<file path="config.mk">
export PLATFORM = sky130hd
export DESIGN_NAME = telnet_rx_option_negotiator
export DESIGN_NICKNAME = d
export VERILOG_FILES = /design/src/telneg_pkg.sv /design/src/telnet_rx_option_negotiator.sv /design/src/telneg_front.sv /design/src/telneg_queue.sv /design/src/telneg_back.sv
export SDC_FILE = /design/constraint.sdc
export NUM_CORES = 1
export LEC_CHECK = 0
export BUFFER_PORTS_ARGS = -buffer_cell sky130_fd_sc_hd__buf_2
export CAP_MARGIN = 40
export CORE_MARGIN = 3
export CORE_UTILIZATION = 30
export DETAILED_ROUTE_END_ITERATION = 6
export PLACE_DENSITY_LB_ADDON = 0.3
export SYNTH_ARGS = -nofsm -noshare
export SYNTH_HDL_FRONTEND = slang
export SYNTH_SLANG_ARGS = --single-unit
</file>
<file path="constraint.sdc">
create_clock -name clk -period 3.88 [get_ports clk]
set_input_delay 0.194 -clock clk [delete_from_list [all_inputs] [get_ports clk]]
set_output_delay 0.194 -clock clk [all_outputs]
set_load 0.1 [all_outputs]
</file>
<file path="src/telneg_pkg.sv">
`timescale 1ns / 1ps
// ---------------------------------------------------------------------------
// telneg_pkg : shared types and constants for the Telnet receive negotiator
// Command codes, option numbers, parser states, result kinds and the job
// record passed from the parser to the reply sequencer.
// ---------------------------------------------------------------------------
package telneg_pkg;

  // Telnet command bytes
  localparam logic [7:0] C_SE   = 8'd240;
  localparam logic [7:0] C_AYT  = 8'd246;
  localparam logic [7:0] C_EC   = 8'd247;
  localparam logic [7:0] C_SB   = 8'd250;
  localparam logic [7:0] C_WILL = 8'd251;
  localparam logic [7:0] C_WONT = 8'd252;
  localparam logic [7:0] C_DO   = 8'd253;
  localparam logic [7:0] C_DONT = 8'd254;
  localparam logic [7:0] C_IAC  = 8'd255;

  localparam logic [7:0] TELOPT_ECHO = 8'd1;
  localparam logic [7:0] TELOPT_SGA  = 8'd3;
  localparam logic [7:0] BACKSPACE   = 8'd8;

  // result kinds
  localparam logic [1:0] KIND_DATA  = 2'd0;
  localparam logic [1:0] KIND_REPLY = 2'd1;
  localparam logic [1:0] KIND_AYT   = 2'd2;

  typedef enum logic [3:0] {
    ST_CMD   = 4'd0,
    ST_TYPE  = 4'd1,
    ST_SBOPT = 4'd2,
    ST_SBVAL = 4'd3,
    ST_SE    = 4'd4,
    ST_DO    = 4'd5,
    ST_DONT  = 4'd6,
    ST_WILL  = 4'd7,
    ST_WONT  = 4'd8,
    ST_SBIAC = 4'd9
  } parse_state_t;

  // One queued job: either a single result, or a three-beat reply IAC cmd opt
  typedef struct packed {
    logic       is_reply;
    logic [1:0] kind;
    logic [7:0] val_a;   // data value, or reply command
    logic [7:0] val_b;   // reply option
    logic       echo;
    logic       sga;
  } job_t;

endpackage

</file>
<file path="src/telnet_rx_option_negotiator.sv">
`timescale 1ns / 1ps
// ---------------------------------------------------------------------------
// telnet_rx_option_negotiator : Telnet receive command parser, top level
// Strips IAC sequences from received bytes and answers option requests.
// ---------------------------------------------------------------------------
// Usage:
//   Slave stream s_axis_*: one received byte per beat; s_axis_tuser set means
//   "new connection" - parser and option flags clear, the byte is dropped.
//   Master stream m_axis_*: results. m_axis_tuser is the kind (data byte for
//   the application, reply byte to the peer, are-you-there event);
//   m_axis_tlast marks the last result caused by one input byte.
//   Echo and suppress-go-ahead flags ride along on every result beat.
// Timing:
//   A byte is accepted every cycle while the job queue has room. Its first
//   result beat is written into the job queue on acceptance, then loaded into
//   the output register once that is free. Data bytes stream out at one beat per
//   cycle while m_axis_tready is high; an option reply is three beats (IAC cmd opt)
//   drained by the output sequencer, so sustained rate is one byte per cycle
//   unless replies pile up faster than the sequencer drains them and fill the queue.
// Stalls and reset:
//   If m_axis_tready stays low the output register holds, the queue fills
//   and s_axis_tready drops when it is full. rst empties everything and
//   returns the parser to normal mode with both flags clear.
// ---------------------------------------------------------------------------
module telnet_rx_option_negotiator
  import telneg_pkg::*;
#(
  parameter int QUEUE_DEPTH = 4
) (
  input  logic        clk,
  input  logic        rst,
  input  logic        s_axis_tvalid,
  output logic        s_axis_tready,
  input  logic [7:0]  s_axis_tdata,   // [7:0] rx_byte
  input  logic        s_axis_tuser,   // [0] session_reset
  output logic        m_axis_tvalid,
  input  logic        m_axis_tready,
  output logic [15:0] m_axis_tdata,   // [7:0] value, [8] echo_on, [9] suppress_ga_on
  output logic [1:0]  m_axis_tuser,   // [1:0] kind
  output logic        m_axis_tlast    // last
);

  logic       in_fire;
  logic       push, q_ready, pop, head_valid;
  job_t       new_job, head_job;
  logic [7:0] value;
  logic       echo_on, suppress_ga_on;

  assign s_axis_tready = q_ready;
  assign in_fire       = s_axis_tvalid & q_ready;

  // front: parse and classify, one byte per cycle while the queue has room
  telneg_front u_front (
    .clk           (clk),
    .rst           (rst),
    .in_fire       (in_fire),
    .rx_byte       (s_axis_tdata),
    .session_reset (s_axis_tuser),
    .push          (push),
    .job           (new_job)
  );

  // job queue decouples parser from output stalls
  telneg_queue #(
    .DEPTH (QUEUE_DEPTH)
  ) u_queue (
    .clk        (clk),
    .rst        (rst),
    .push       (push),
    .wr_job     (new_job),
    .ready      (q_ready),
    .pop        (pop),
    .head_valid (head_valid),
    .head_job   (head_job)
  );

  // back: expand jobs into result beats
  telneg_back u_back (
    .clk        (clk),
    .rst        (rst),
    .head_valid (head_valid),
    .head_job   (head_job),
    .pop        (pop),
    .out_valid  (m_axis_tvalid),
    .out_ready  (m_axis_tready),
    .out_kind   (m_axis_tuser),
    .out_value  (value),
    .out_last   (m_axis_tlast),
    .out_echo   (echo_on),
    .out_sga    (suppress_ga_on)
  );

  assign m_axis_tdata = {6'd0, suppress_ga_on, echo_on, value};

endmodule

</file>
<file path="src/telneg_front.sv">
`timescale 1ns / 1ps
// ---------------------------------------------------------------------------
// telneg_front : Telnet command parser and option flag keeper
// Classifies each received byte combinationally and emits at most one job.
// ---------------------------------------------------------------------------
module telneg_front
  import telneg_pkg::*;
(
  input  logic       clk,
  input  logic       rst,
  input  logic       in_fire,
  input  logic [7:0] rx_byte,
  input  logic       session_reset,
  output logic       push,
  output job_t       job
);

  parse_state_t state, state_next;
  logic         echo, echo_next;
  logic         sga, sga_next;

  always_ff @(posedge clk) begin
    if (rst) begin
      state <= ST_CMD;
      echo  <= 1'b0;
      sga   <= 1'b0;
    end else begin
      state <= state_next;
      echo  <= echo_next;
      sga   <= sga_next;
    end
  end

  always_comb begin
    parse_state_t cmd_state;
    logic         cmd_push;
    logic [1:0]   cmd_kind;
    logic [7:0]   cmd_val;
    logic         is_echo;
    logic         is_sga;
    logic         opt_flag;

    // command byte after IAC
    cmd_state = ST_CMD;
    cmd_push  = 1'b0;
    cmd_kind  = KIND_DATA;
    cmd_val   = 8'd0;
    unique case (rx_byte)
      C_IAC:  begin cmd_push = 1'b1; cmd_val = C_IAC; end
      C_SB:   cmd_state = ST_SBOPT;
      C_DO:   cmd_state = ST_DO;
      C_DONT: cmd_state = ST_DONT;
      C_WILL: cmd_state = ST_WILL;
      C_WONT: cmd_state = ST_WONT;
      C_AYT:  begin cmd_push = 1'b1; cmd_kind = KIND_AYT; end
      C_EC:   begin cmd_push = 1'b1; cmd_val = BACKSPACE; end
      default: ;
    endcase

    is_echo  = (rx_byte == TELOPT_ECHO);
    is_sga   = (rx_byte == TELOPT_SGA);
    opt_flag = (is_echo & echo) | (is_sga & sga);

    state_next = state;
    echo_next  = echo;
    sga_next   = sga;
    push       = 1'b0;
    job        = '0;

    if (in_fire) begin
      if (session_reset) begin
        state_next = ST_CMD;
        echo_next  = 1'b0;
        sga_next   = 1'b0;
      end else begin
        unique case (state)
          ST_TYPE: begin
            state_next = cmd_state;
            push       = cmd_push;
            job.kind   = cmd_kind;
            job.val_a  = cmd_val;
          end
          ST_SBIAC: begin
            if (rx_byte == C_IAC) begin
              state_next = ST_SE;
            end else begin
              state_next = cmd_state;
              push       = cmd_push;
              job.kind   = cmd_kind;
              job.val_a  = cmd_val;
            end
          end
          ST_SBOPT: state_next = ST_SBVAL;
          ST_SBVAL: state_next = ST_SE;
          ST_SE: begin
            if (rx_byte == C_IAC) state_next = ST_SBIAC;
          end
          ST_DO, ST_WILL: begin
            state_next   = ST_CMD;
            job.is_reply = 1'b1;
            job.kind     = KIND_REPLY;
            job.val_b    = rx_byte;
            if (!is_echo && !is_sga) begin
              push      = 1'b1;
              job.val_a = (state == ST_DO) ? C_WONT : C_DONT;
            end else if (!opt_flag) begin
              push      = 1'b1;
              job.val_a = (state == ST_DO) ? C_WILL : C_DO;
              if (is_echo) echo_next = 1'b1;
              if (is_sga)  sga_next  = 1'b1;
            end
          end
          ST_DONT, ST_WONT: begin
            state_next   = ST_CMD;
            job.is_reply = 1'b1;
            job.kind     = KIND_REPLY;
            job.val_b    = rx_byte;
            job.val_a    = (state == ST_DONT) ? C_WONT : C_DONT;
            if (opt_flag) begin
              push = 1'b1;
              if (is_echo) echo_next = 1'b0;
              if (is_sga)  sga_next  = 1'b0;
            end
          end
          default: begin
            // normal mode, also any unused code
            if (rx_byte == C_IAC) begin
              state_next = ST_TYPE;
            end else begin
              state_next = ST_CMD;
              push       = 1'b1;
              job.val_a  = rx_byte;
            end
          end
        endcase
      end
    end

    job.echo = echo_next;
    job.sga  = sga_next;
  end

endmodule

</file>
<file path="src/telneg_queue.sv">
`timescale 1ns / 1ps
// ---------------------------------------------------------------------------
// telneg_queue : small job FIFO between parser and reply sequencer
// Register-based ring with an occupancy count.
// ---------------------------------------------------------------------------
module telneg_queue
  import telneg_pkg::*;
#(
  parameter int DEPTH = 4
) (
  input  logic clk,
  input  logic rst,
  input  logic push,
  input  job_t wr_job,
  output logic ready,
  input  logic pop,
  output logic head_valid,
  output job_t head_job
);

  localparam int AW = (DEPTH > 1) ? $clog2(DEPTH) : 1;
  localparam int CW = $clog2(DEPTH + 1);

  job_t          slots [DEPTH];
  logic [AW-1:0] wr_ptr, rd_ptr;
  logic [CW-1:0] count;
  logic          do_push, do_pop;

  assign ready      = (count != CW'(DEPTH));
  assign head_valid = (count != '0);
  assign head_job   = slots[rd_ptr];
  assign do_push    = push & ready;
  assign do_pop     = pop & head_valid;

  always_ff @(posedge clk) begin
    if (do_push) slots[wr_ptr] <= wr_job;
  end

  always_ff @(posedge clk) begin
    if (rst) begin
      wr_ptr <= '0;
      rd_ptr <= '0;
      count  <= '0;
    end else begin
      if (do_push) wr_ptr <= (wr_ptr == AW'(DEPTH - 1)) ? '0 : wr_ptr + 1'b1;
      if (do_pop)  rd_ptr <= (rd_ptr == AW'(DEPTH - 1)) ? '0 : rd_ptr + 1'b1;
      if (do_push && !do_pop)      count <= count + 1'b1;
      else if (do_pop && !do_push) count <= count - 1'b1;
    end
  end

  a_no_overflow: assert property (@(posedge clk) disable iff (rst)
    push |-> ready) else $error("job pushed into full queue");

  a_count_bound: assert property (@(posedge clk) disable iff (rst)
    count <= CW'(DEPTH)) else $error("queue count beyond depth");

endmodule

</file>
<file path="src/telneg_back.sv">
`timescale 1ns / 1ps
// ---------------------------------------------------------------------------
// telneg_back : result sequencer with registered output stage
// Expands each job into one beat, or three beats for an IAC reply.
// ---------------------------------------------------------------------------
module telneg_back
  import telneg_pkg::*;
(
  input  logic       clk,
  input  logic       rst,
  input  logic       head_valid,
  input  job_t       head_job,
  output logic       pop,
  output logic       out_valid,
  input  logic       out_ready,
  output logic [1:0] out_kind,
  output logic [7:0] out_value,
  output logic       out_last,
  output logic       out_echo,
  output logic       out_sga
);

  logic [1:0] idx;        // beat index within a reply
  logic       load;
  logic       final_beat;
  logic [7:0] beat_value;

  assign load       = head_valid & (~out_valid | out_ready);
  assign final_beat = ~head_job.is_reply | (idx == 2'd2);
  assign pop        = load & final_beat;

  always_comb begin
    if (!head_job.is_reply) begin
      beat_value = head_job.val_a;
    end else begin
      case (idx)
        2'd0:    beat_value = C_IAC;
        2'd1:    beat_value = head_job.val_a;
        default: beat_value = head_job.val_b;
      endcase
    end
  end

  always_ff @(posedge clk) begin
    if (rst) begin
      out_valid <= 1'b0;
      idx       <= 2'd0;
    end else begin
      if (load) begin
        out_valid <= 1'b1;
        idx       <= final_beat ? 2'd0 : idx + 2'd1;
      end else if (out_ready) begin
        out_valid <= 1'b0;
      end
    end
  end

  always_ff @(posedge clk) begin
    if (load) begin
      out_kind  <= head_job.kind;
      out_value <= beat_value;
      out_last  <= final_beat;
      out_echo  <= head_job.echo;
      out_sga   <= head_job.sga;
    end
  end

  a_idx_range: assert property (@(posedge clk) disable iff (rst)
    idx != 2'd3) else $error("reply beat index out of range");

  a_idx_reply: assert property (@(posedge clk) disable iff (rst)
    (idx != 2'd0) |-> (head_valid && head_job.is_reply))
    else $error("mid-reply without a reply job at queue head");

  a_notlast_reply: assert property (@(posedge clk) disable iff (rst)
    (out_valid && !out_last) |-> (out_kind == KIND_REPLY))
    else $error("non-final beat that is not a reply byte");

endmodule

</file>
# [After elaboration in Yosys (flattened, before gate mapping)]
# Memory sizes are Yosys's and may differ from the RTL's. A register that Yosys moved wholly into a read port is not among the register bits.
# Index checks and enable logic that the tools add are counted.
[word_totals] regBits=29 mem_bits_rw=84 input_bits=13 out_inout_bits=21 wordCells=132 memories=1
[mem_list] memory="u_queue.slots" words=4 word_bits=21 rd=1 rd_ports_with_merged_regs=1 wr=1 line="telneg_queue.sv:24" text="job_t slots [DEPTH];"
[op_classes] addsub=5 eq_ne=25 n_mux=59 bitwise=12 reduce_logical=17
[op_table] operator="8-bit equality test, second input constant" count=8
[op_table] operator="8-bit two-way mux" count=5
[op_table] operator="8-bit one-hot mux with 5 select lines" count=1
[op_table] operator="19-bit two-way mux" count=2
[op_table] operator="8-bit one-hot mux with 2 select lines" count=2
[op_table] operator="1-bit two-way mux" count=28
[op_table] operator="4-bit one-hot mux with 6 select lines" count=1
[op_table] operator="4-bit one-hot mux with 5 select lines" count=1
[op_table] operator="4-bit by 3-bit equality test with 1-bit output, second input constant" count=4
[op_table] operator="2-bit two-way mux" count=8
[op_table] operator="4-bit two-way mux" count=3
[op_table] operator="10-bit two-way mux" count=1
[op_table] operator="3-bit two-way mux" count=3
[op_table] operator="4-bit by 2-bit equality test with 1-bit output, second input constant" count=2
[op_table] operator="4-bit equality test, second input constant" count=2
[op_table] operator="8-bit by 1-bit equality test with 1-bit output, second input constant" count=1
[op_table] operator="8-bit by 2-bit equality test with 1-bit output, second input constant" count=1
[op_table] operator="1-bit bitwise AND" count=7
[op_table] operator="2-bit by 1-bit adder with 2-bit output, second input constant" count=3
[op_table] operator="2-bit equality test, second input constant" count=3
[op_table] operator="2-bit one-hot mux with 3 select lines" count=1
[op_table] operator="3-bit OR reduction" count=2
[op_table] operator="1-bit one-hot mux with 5 select lines" count=1
[op_table] operator="4-bit by 1-bit equality test with 1-bit output, second input constant" count=1
[op_table] operator="16 further kinds" count=27

# [Logic depth before layout (Yosys ltp)]
[logic_depth] word_depth=13 mapped_depth=11 ltp_nobuf=11

# [Modules after synthesis]
# A second synthesis with hierarchy kept.
[hier_totals] cells_unflattened=391 hier_area_um2=5470.2
[by_module_without_submodules] module="telneg_queue" instances=1 cells_each=157 area_per_inst_um2=3497.1 seq_area_each_um2=2702.6
[by_module_without_submodules] module="telneg_front" instances=1 cells_each=151 area_per_inst_um2=1017.2 seq_area_each_um2=120.1
[by_module_without_submodules] module="telneg_back" instances=1 cells_each=73 area_per_inst_um2=885.8 seq_area_each_um2=450.4
[by_module_without_submodules] module="telnet_rx_option_negotiator" instances=1 cells_each=10 area_per_inst_um2=70.1 seq_area_each_um2=0.0

# [Least setup slack after synthesis]
# No wires, ideal clock.
[synth_path] kind="reg2reg" from="register u_queue.count[0]" to="register u_queue.count[2]" setup_ns=0.071 t_arrival_ns=3.204 required_ns=3.809 slack_ns=0.605 path_stages_with_launch=11 path_buffers=0 period_less_slack_ns=3.275 path_cell_list="dfxtp_1 > or3b_1 > nand3b_2 > o21bai_2 > a31oi_4 > ha_1 > inv_1 > fa_1 > xor2_1 > or3_1 > a21oi_1"
[synth_via] elab_chain_cells=7 elab_cells_between_ends=17 classes_between="add/sub: 2; eq/ne: 1; mux: 3; bitwise: 5; reduce/logical: 6"
[synth_lines] element="start, declared" line="telneg_queue.sv:26" text="logic [CW-1:0] count;"
[synth_lines] element="start signal, assigned" line="telneg_queue.sv:47" text="if (do_push && !do_pop) count <= count + 1'b1;"
[synth_lines] element="start signal, assigned" line="telneg_queue.sv:48" text="else if (do_pop && !do_push) count <= count - 1'b1;"
[synth_lines] element="3-bit inequality test *" line="telneg_queue.sv:29" text="assign ready = (count != CW'(DEPTH));"
[synth_lines] element="via s_axis_tready" line="telnet_rx_option_negotiator.sv:33" text="output logic s_axis_tready,"
[synth_lines] element="1-bit bitwise AND" line="telnet_rx_option_negotiator.sv:50" text="assign in_fire = s_axis_tvalid & q_ready;"
[synth_lines] element="1-bit two-way mux" line="telneg_front.sv:70" text="if (in_fire) begin"
[synth_lines] element="1-bit bitwise AND *" line="telneg_queue.sv:32" text="assign do_push = push & ready;"
[synth_lines] element="via u_queue.do_push" line="telneg_queue.sv:27" text="logic do_push, do_pop;"
[synth_lines] element="1-bit zero test" line="telneg_queue.sv:48"
[synth_lines] element="1-bit logical AND" line="telneg_queue.sv:48"
[synth_lines] element="2-bit nonzero test (no source line)"
# Mark *: on every way through the listed nets, which the timed path passes. The rest lies on a longest branch. The select of a mux whose other input is x is not followed.
# A chain may end at the register's enable or synchronous reset.

# [Worst setup path in the final report]
[layout_path] from="register u_front.state[3]" to="register u_queue.count[2]"
[layout_via] elab_chain_cells=9 elab_cells_between_ends=21 classes_between="eq/ne: 9; mux: 4; bitwise: 1; reduce/logical: 7"
[layout_lines] element="start, declared" line="telneg_front.sv:18" text="parse_state_t state, state_next;"
[layout_lines] element="start signal, assigned" line="telneg_front.sv:28" text="state <= state_next;"
[layout_lines] element="4-bit by 2-bit equality test with 1-bit output, or another cell as far along" line="telneg_front.sv:76" text="unique case (state)"
[layout_lines] element="3-bit OR reduction (no source line) or 2-bit OR reduction (tied branches)"
[layout_lines] element="1-bit one-hot mux with 5 select lines *" line="telneg_front.sv:76"
[layout_lines] element="1-bit two-way mux *" line="telneg_front.sv:71" text="if (session_reset) begin"
[layout_lines] element="1-bit two-way mux *" line="telneg_front.sv:70"
[layout_lines] element="1-bit bitwise AND *" line="telneg_queue.sv:32"
[layout_lines] element="via u_queue.do_push" line="telneg_queue.sv:27"
[layout_lines] element="1-bit zero test" line="telneg_queue.sv:48"
[layout_lines] element="1-bit logical AND" line="telneg_queue.sv:48"
[layout_lines] element="2-bit nonzero test (no source line)"
# Mark *: on every way through the listed nets, which the timed path passes. The rest lies on a longest branch.

==> summary.md <==
| Metric | Value |
|---|---|
| Crit end category | `flip-flop` |
| Predominant post-synthesis flop cell | `edfxtp_1` |
| CTS Sinks | `around 120` |
| Cell taking the most area after synthesis | `edfxtp_1` |
| Final setup viols | `0` |
| Crit-path slowest cell | `dfxtp_1` |
| Post-route DRC violation count | `0` |
| Die area | `18700 um2` |
| Layout cells sized above 1 | `0.235` |
| Number of synthesized flops with an enable pin | `97` |
| CTS Buf Count | `17` |
| Buffers on Ports | `27` |
| First-pass GRT wire length | `roughly 17 mm` |
| Largest net degree at the start of global routing | `22` |
| Core footprint | `16600 um2` |
| Leakage | `2.05 nW` |
| Routed wire length | `10.7 mm` |
| Power density over the cells | `734 nW/um2` |
| # nets final | `406` |
| Clk Latency, worst-skew pair | `~0.41 ns` |
| Mean Syn Cell Area | `14.9 um2` |
| Vias/cell | `4.90` |
| Worst Tran Pin Value | `0.747 ns` |
| Via count | `3011` |
| Wirelength per Cell | `17.5 um` |
| Largest cells by area after synthesis | `edfxtp_1, mux4_2, dfxtp_1` |
| Htree depth | `4` |
| Postcts setup bufs | `0` |
| Worst slew margin | `0.500` |
| Total grt overflow | `0` |
| Die X-Extent | `137 um` |
| CP max stage delay | `0.62 ns` |
| Chip Height | `137 um` |
| Worst Path Buf+Inv | `1` |
| Most frequent cell after synthesis | `edfxtp_1` |
| Peak supply drop | `approximately 0.00038 V` |
| Cells resized by post-CTS repair | `0` |
| 1st-iter DRT viols | `188` |
| Synth Register Bits | `115` |
| Count of final max-slew check failures | `0` |
| Fin crit share | `0.820` |
| Max Clk Rate | `314 MHz` |
| Share of flip-flops with an asynchronous set or reset | `0` |
| Initial antenna violation count | `0` |
| Gp weighted congestion | `between 0.8 and 0.9` |
| CTS tree | `yes` |
| CP max FO | `16` |
| Post-DRT Antenna Nets | `0` |
| 1st-pass router iterations | `4` |
| Area growth, synth to finish | `18.5%` |
| GRT Total Usage | `0.124` |
| Detailed Place HPWL | `~6.8 mm` |
| Final Util | `0.365` |
| CP top delay family | `compound AO/OA/AOI/OAI gates` |
| Most frequent cells after synthesis | `edfxtp_1, nor2_1, mux4_2` |
| Cts hold-fix bufs | `0` |
| CTS root buffer | `clkbuf_16` |
| Vias in the first global route | `around 3000` |
| Yosys warnings | `0` |
| Synth unique cells | `56` |
| Hold Fails Final Rpt | `0` |
| Top-area cell type share of the netlist area | `0.568` |
| Tmin final | `between 3 and 4 ns` |
| HP Class | `in -> reg` |
| Starting Density | `0.308` |
| CTS clk-pin slew, worst paths | `around 0.050 ns` |
| CP Launch Type | `flip-flop` |
| Row cnt | `47` |
| Worst EP required | `4.22 ns` |
| Mapped Cells | `around 350` |
| RSZ-0062 raised after global routing | `no` |
| ANT cells | `0` |
| Sequential share of the synthesized area | `0.639` |
| Post-Syn Area | `5120 um2` |
| Run status | `completed` |
| Ports | `34` |
| Skew final | `0.00898 ns` |
| CP arrival | `between 3 and 4 ns` |
| Max clock buf depth | `2` |
| Fin Setup TNS | `0 ns` |
| Critical path class | `reg -> reg` |
| Maxcap violations | `0` |
| Total power | `4.45 mW` |
| Crit path cell chain | `or3b_1, a21oi_4, a31oi_2, a31oi_4, ha_1, inv_1, fa_1, xor2_1, or3_1, a21oi_1` |
## power breakdown
part / leakage, nW / internal, mW / switching, mW / total [mW]
logic: 0.722 / 0.362 / 0.990 / 1.35
registers: 1.06 / 1.53 / 0.0550 / 1.59
clock network: 0.272 / 1.00 / 0.516 / 1.52
## logic make-up after synthesis
group,Yosys count,share of synthesized area
flops,115,0.639
simple gates,90,0.0952
compound gates,61,0.0908
buf+inv,36,0.0339
mux,29,0.109
fa+ha+maj,10,0.0259
xor+xnor,3,0.00513
other cells,1,0.000732
## final cells by class
| cell class | instances | area [um2] |
|---|---|---|
| repair buffers | 36 | 200 |
| well taps | 220 | 275 |
| multi-input cells | 199 | 1700 |
| flip-flops and latches | 115 | 3270 |
| fillers | 1556 | 10600 |
| clock buffers | 21 | 440 |
| clock inverters | 10 | 135 |
| inverters | 14 | 52.6 |
## worst reg2reg max path, delay by kind of cell (launching register included)
kind | cells | cell delay, ns
compound gates | 4 | 0.80
fa+ha+maj | 2 | 0.71
xor+xnor | 1 | 0.16
flops | 1 | 0.62
simple gates | 2 | 0.74
buf+inv | 1 | 0.08
## per-layer routing
metal  global-route usage  vias to the layer above  part of all wire
met1                0.155                     1480              0.45
met3               0.0360                       22             0.051
met5                    0                        -                 0
met4               0.0610                        0             0.024
met2                0.198                       94              0.48
li1                     -                     1415                 -
## cell usage in the layout (no fill, tap or decap), drive strengths merged, types with 4 or more instances in the layout
| master | n |
|---|---|
| nand2 | 9 |
| o21a | 5 |
| inv | 14 |
| nor3 | 10 |
| mux2i | 5 |
| clkinv | 5 |
| o21ai | 7 |
| nor2 | 27 |
| mux4 | 21 |
| dfxtp | 18 |
| a211oi | 5 |
| a32oi | 5 |
| ha | 9 |
| conb | 6 |
| edfxtp | 97 |
| a31oi | 6 |
| buf | 35 |
| nor2b | 4 |
| o22a | 10 |
| clkbuf | 22 |
| nand3 | 6 |
| and2 | 10 |
| a21oi | 11 |
## path summary, 6_finish.rpt
kind	startpoint	end	slack [ns]	cells past startpoint
worst max-delay path	u_front.state[3]	u_queue.count[2]	0.70	10
worst min register to register	u_back.out_valid	u_back.out_valid	0.47	2
worst max register to register	u_front.state[3]	u_queue.count[2]	0.70	10
worst min-delay path	m_axis_tready	u_back.out_valid	0.06	4
## flip-flops by register name, indices dropped and copies added (netlist names), named ones only
register          flops
u_queue.slots        84
u_back.out_value      8
u_front.state         4
u_queue.count         3
u_back.idx            2
u_back.out_kind       2
u_queue.rd_ptr        2
u_queue.wr_ptr        2
u_back.out_echo       1
u_back.out_last       1
u_back.out_sga        1
u_back.out_valid      1
u_front.echo          1
u_front.sga           1
## per-stage QoR
stage | worst slack [ns] | std cells | cell area, um2 | hold WS [ns]
2_1_floorplan | 0.605 | 350 | 5140 | 0.374
3_3_place_gp | 0.831 | 582 | 5480 | 0.458
3_5_place_dp | 0.706 | 583 | 5490 | 0.465
4_1_cts | 0.685 | 614 | 6070 | 0.0478
5_1_grt | 0.523 | 615 | 6070 | 0.0849
6_report | 0.700 | 615 | 6070 | 0.0574
Power figures use the tool's default switching activity.
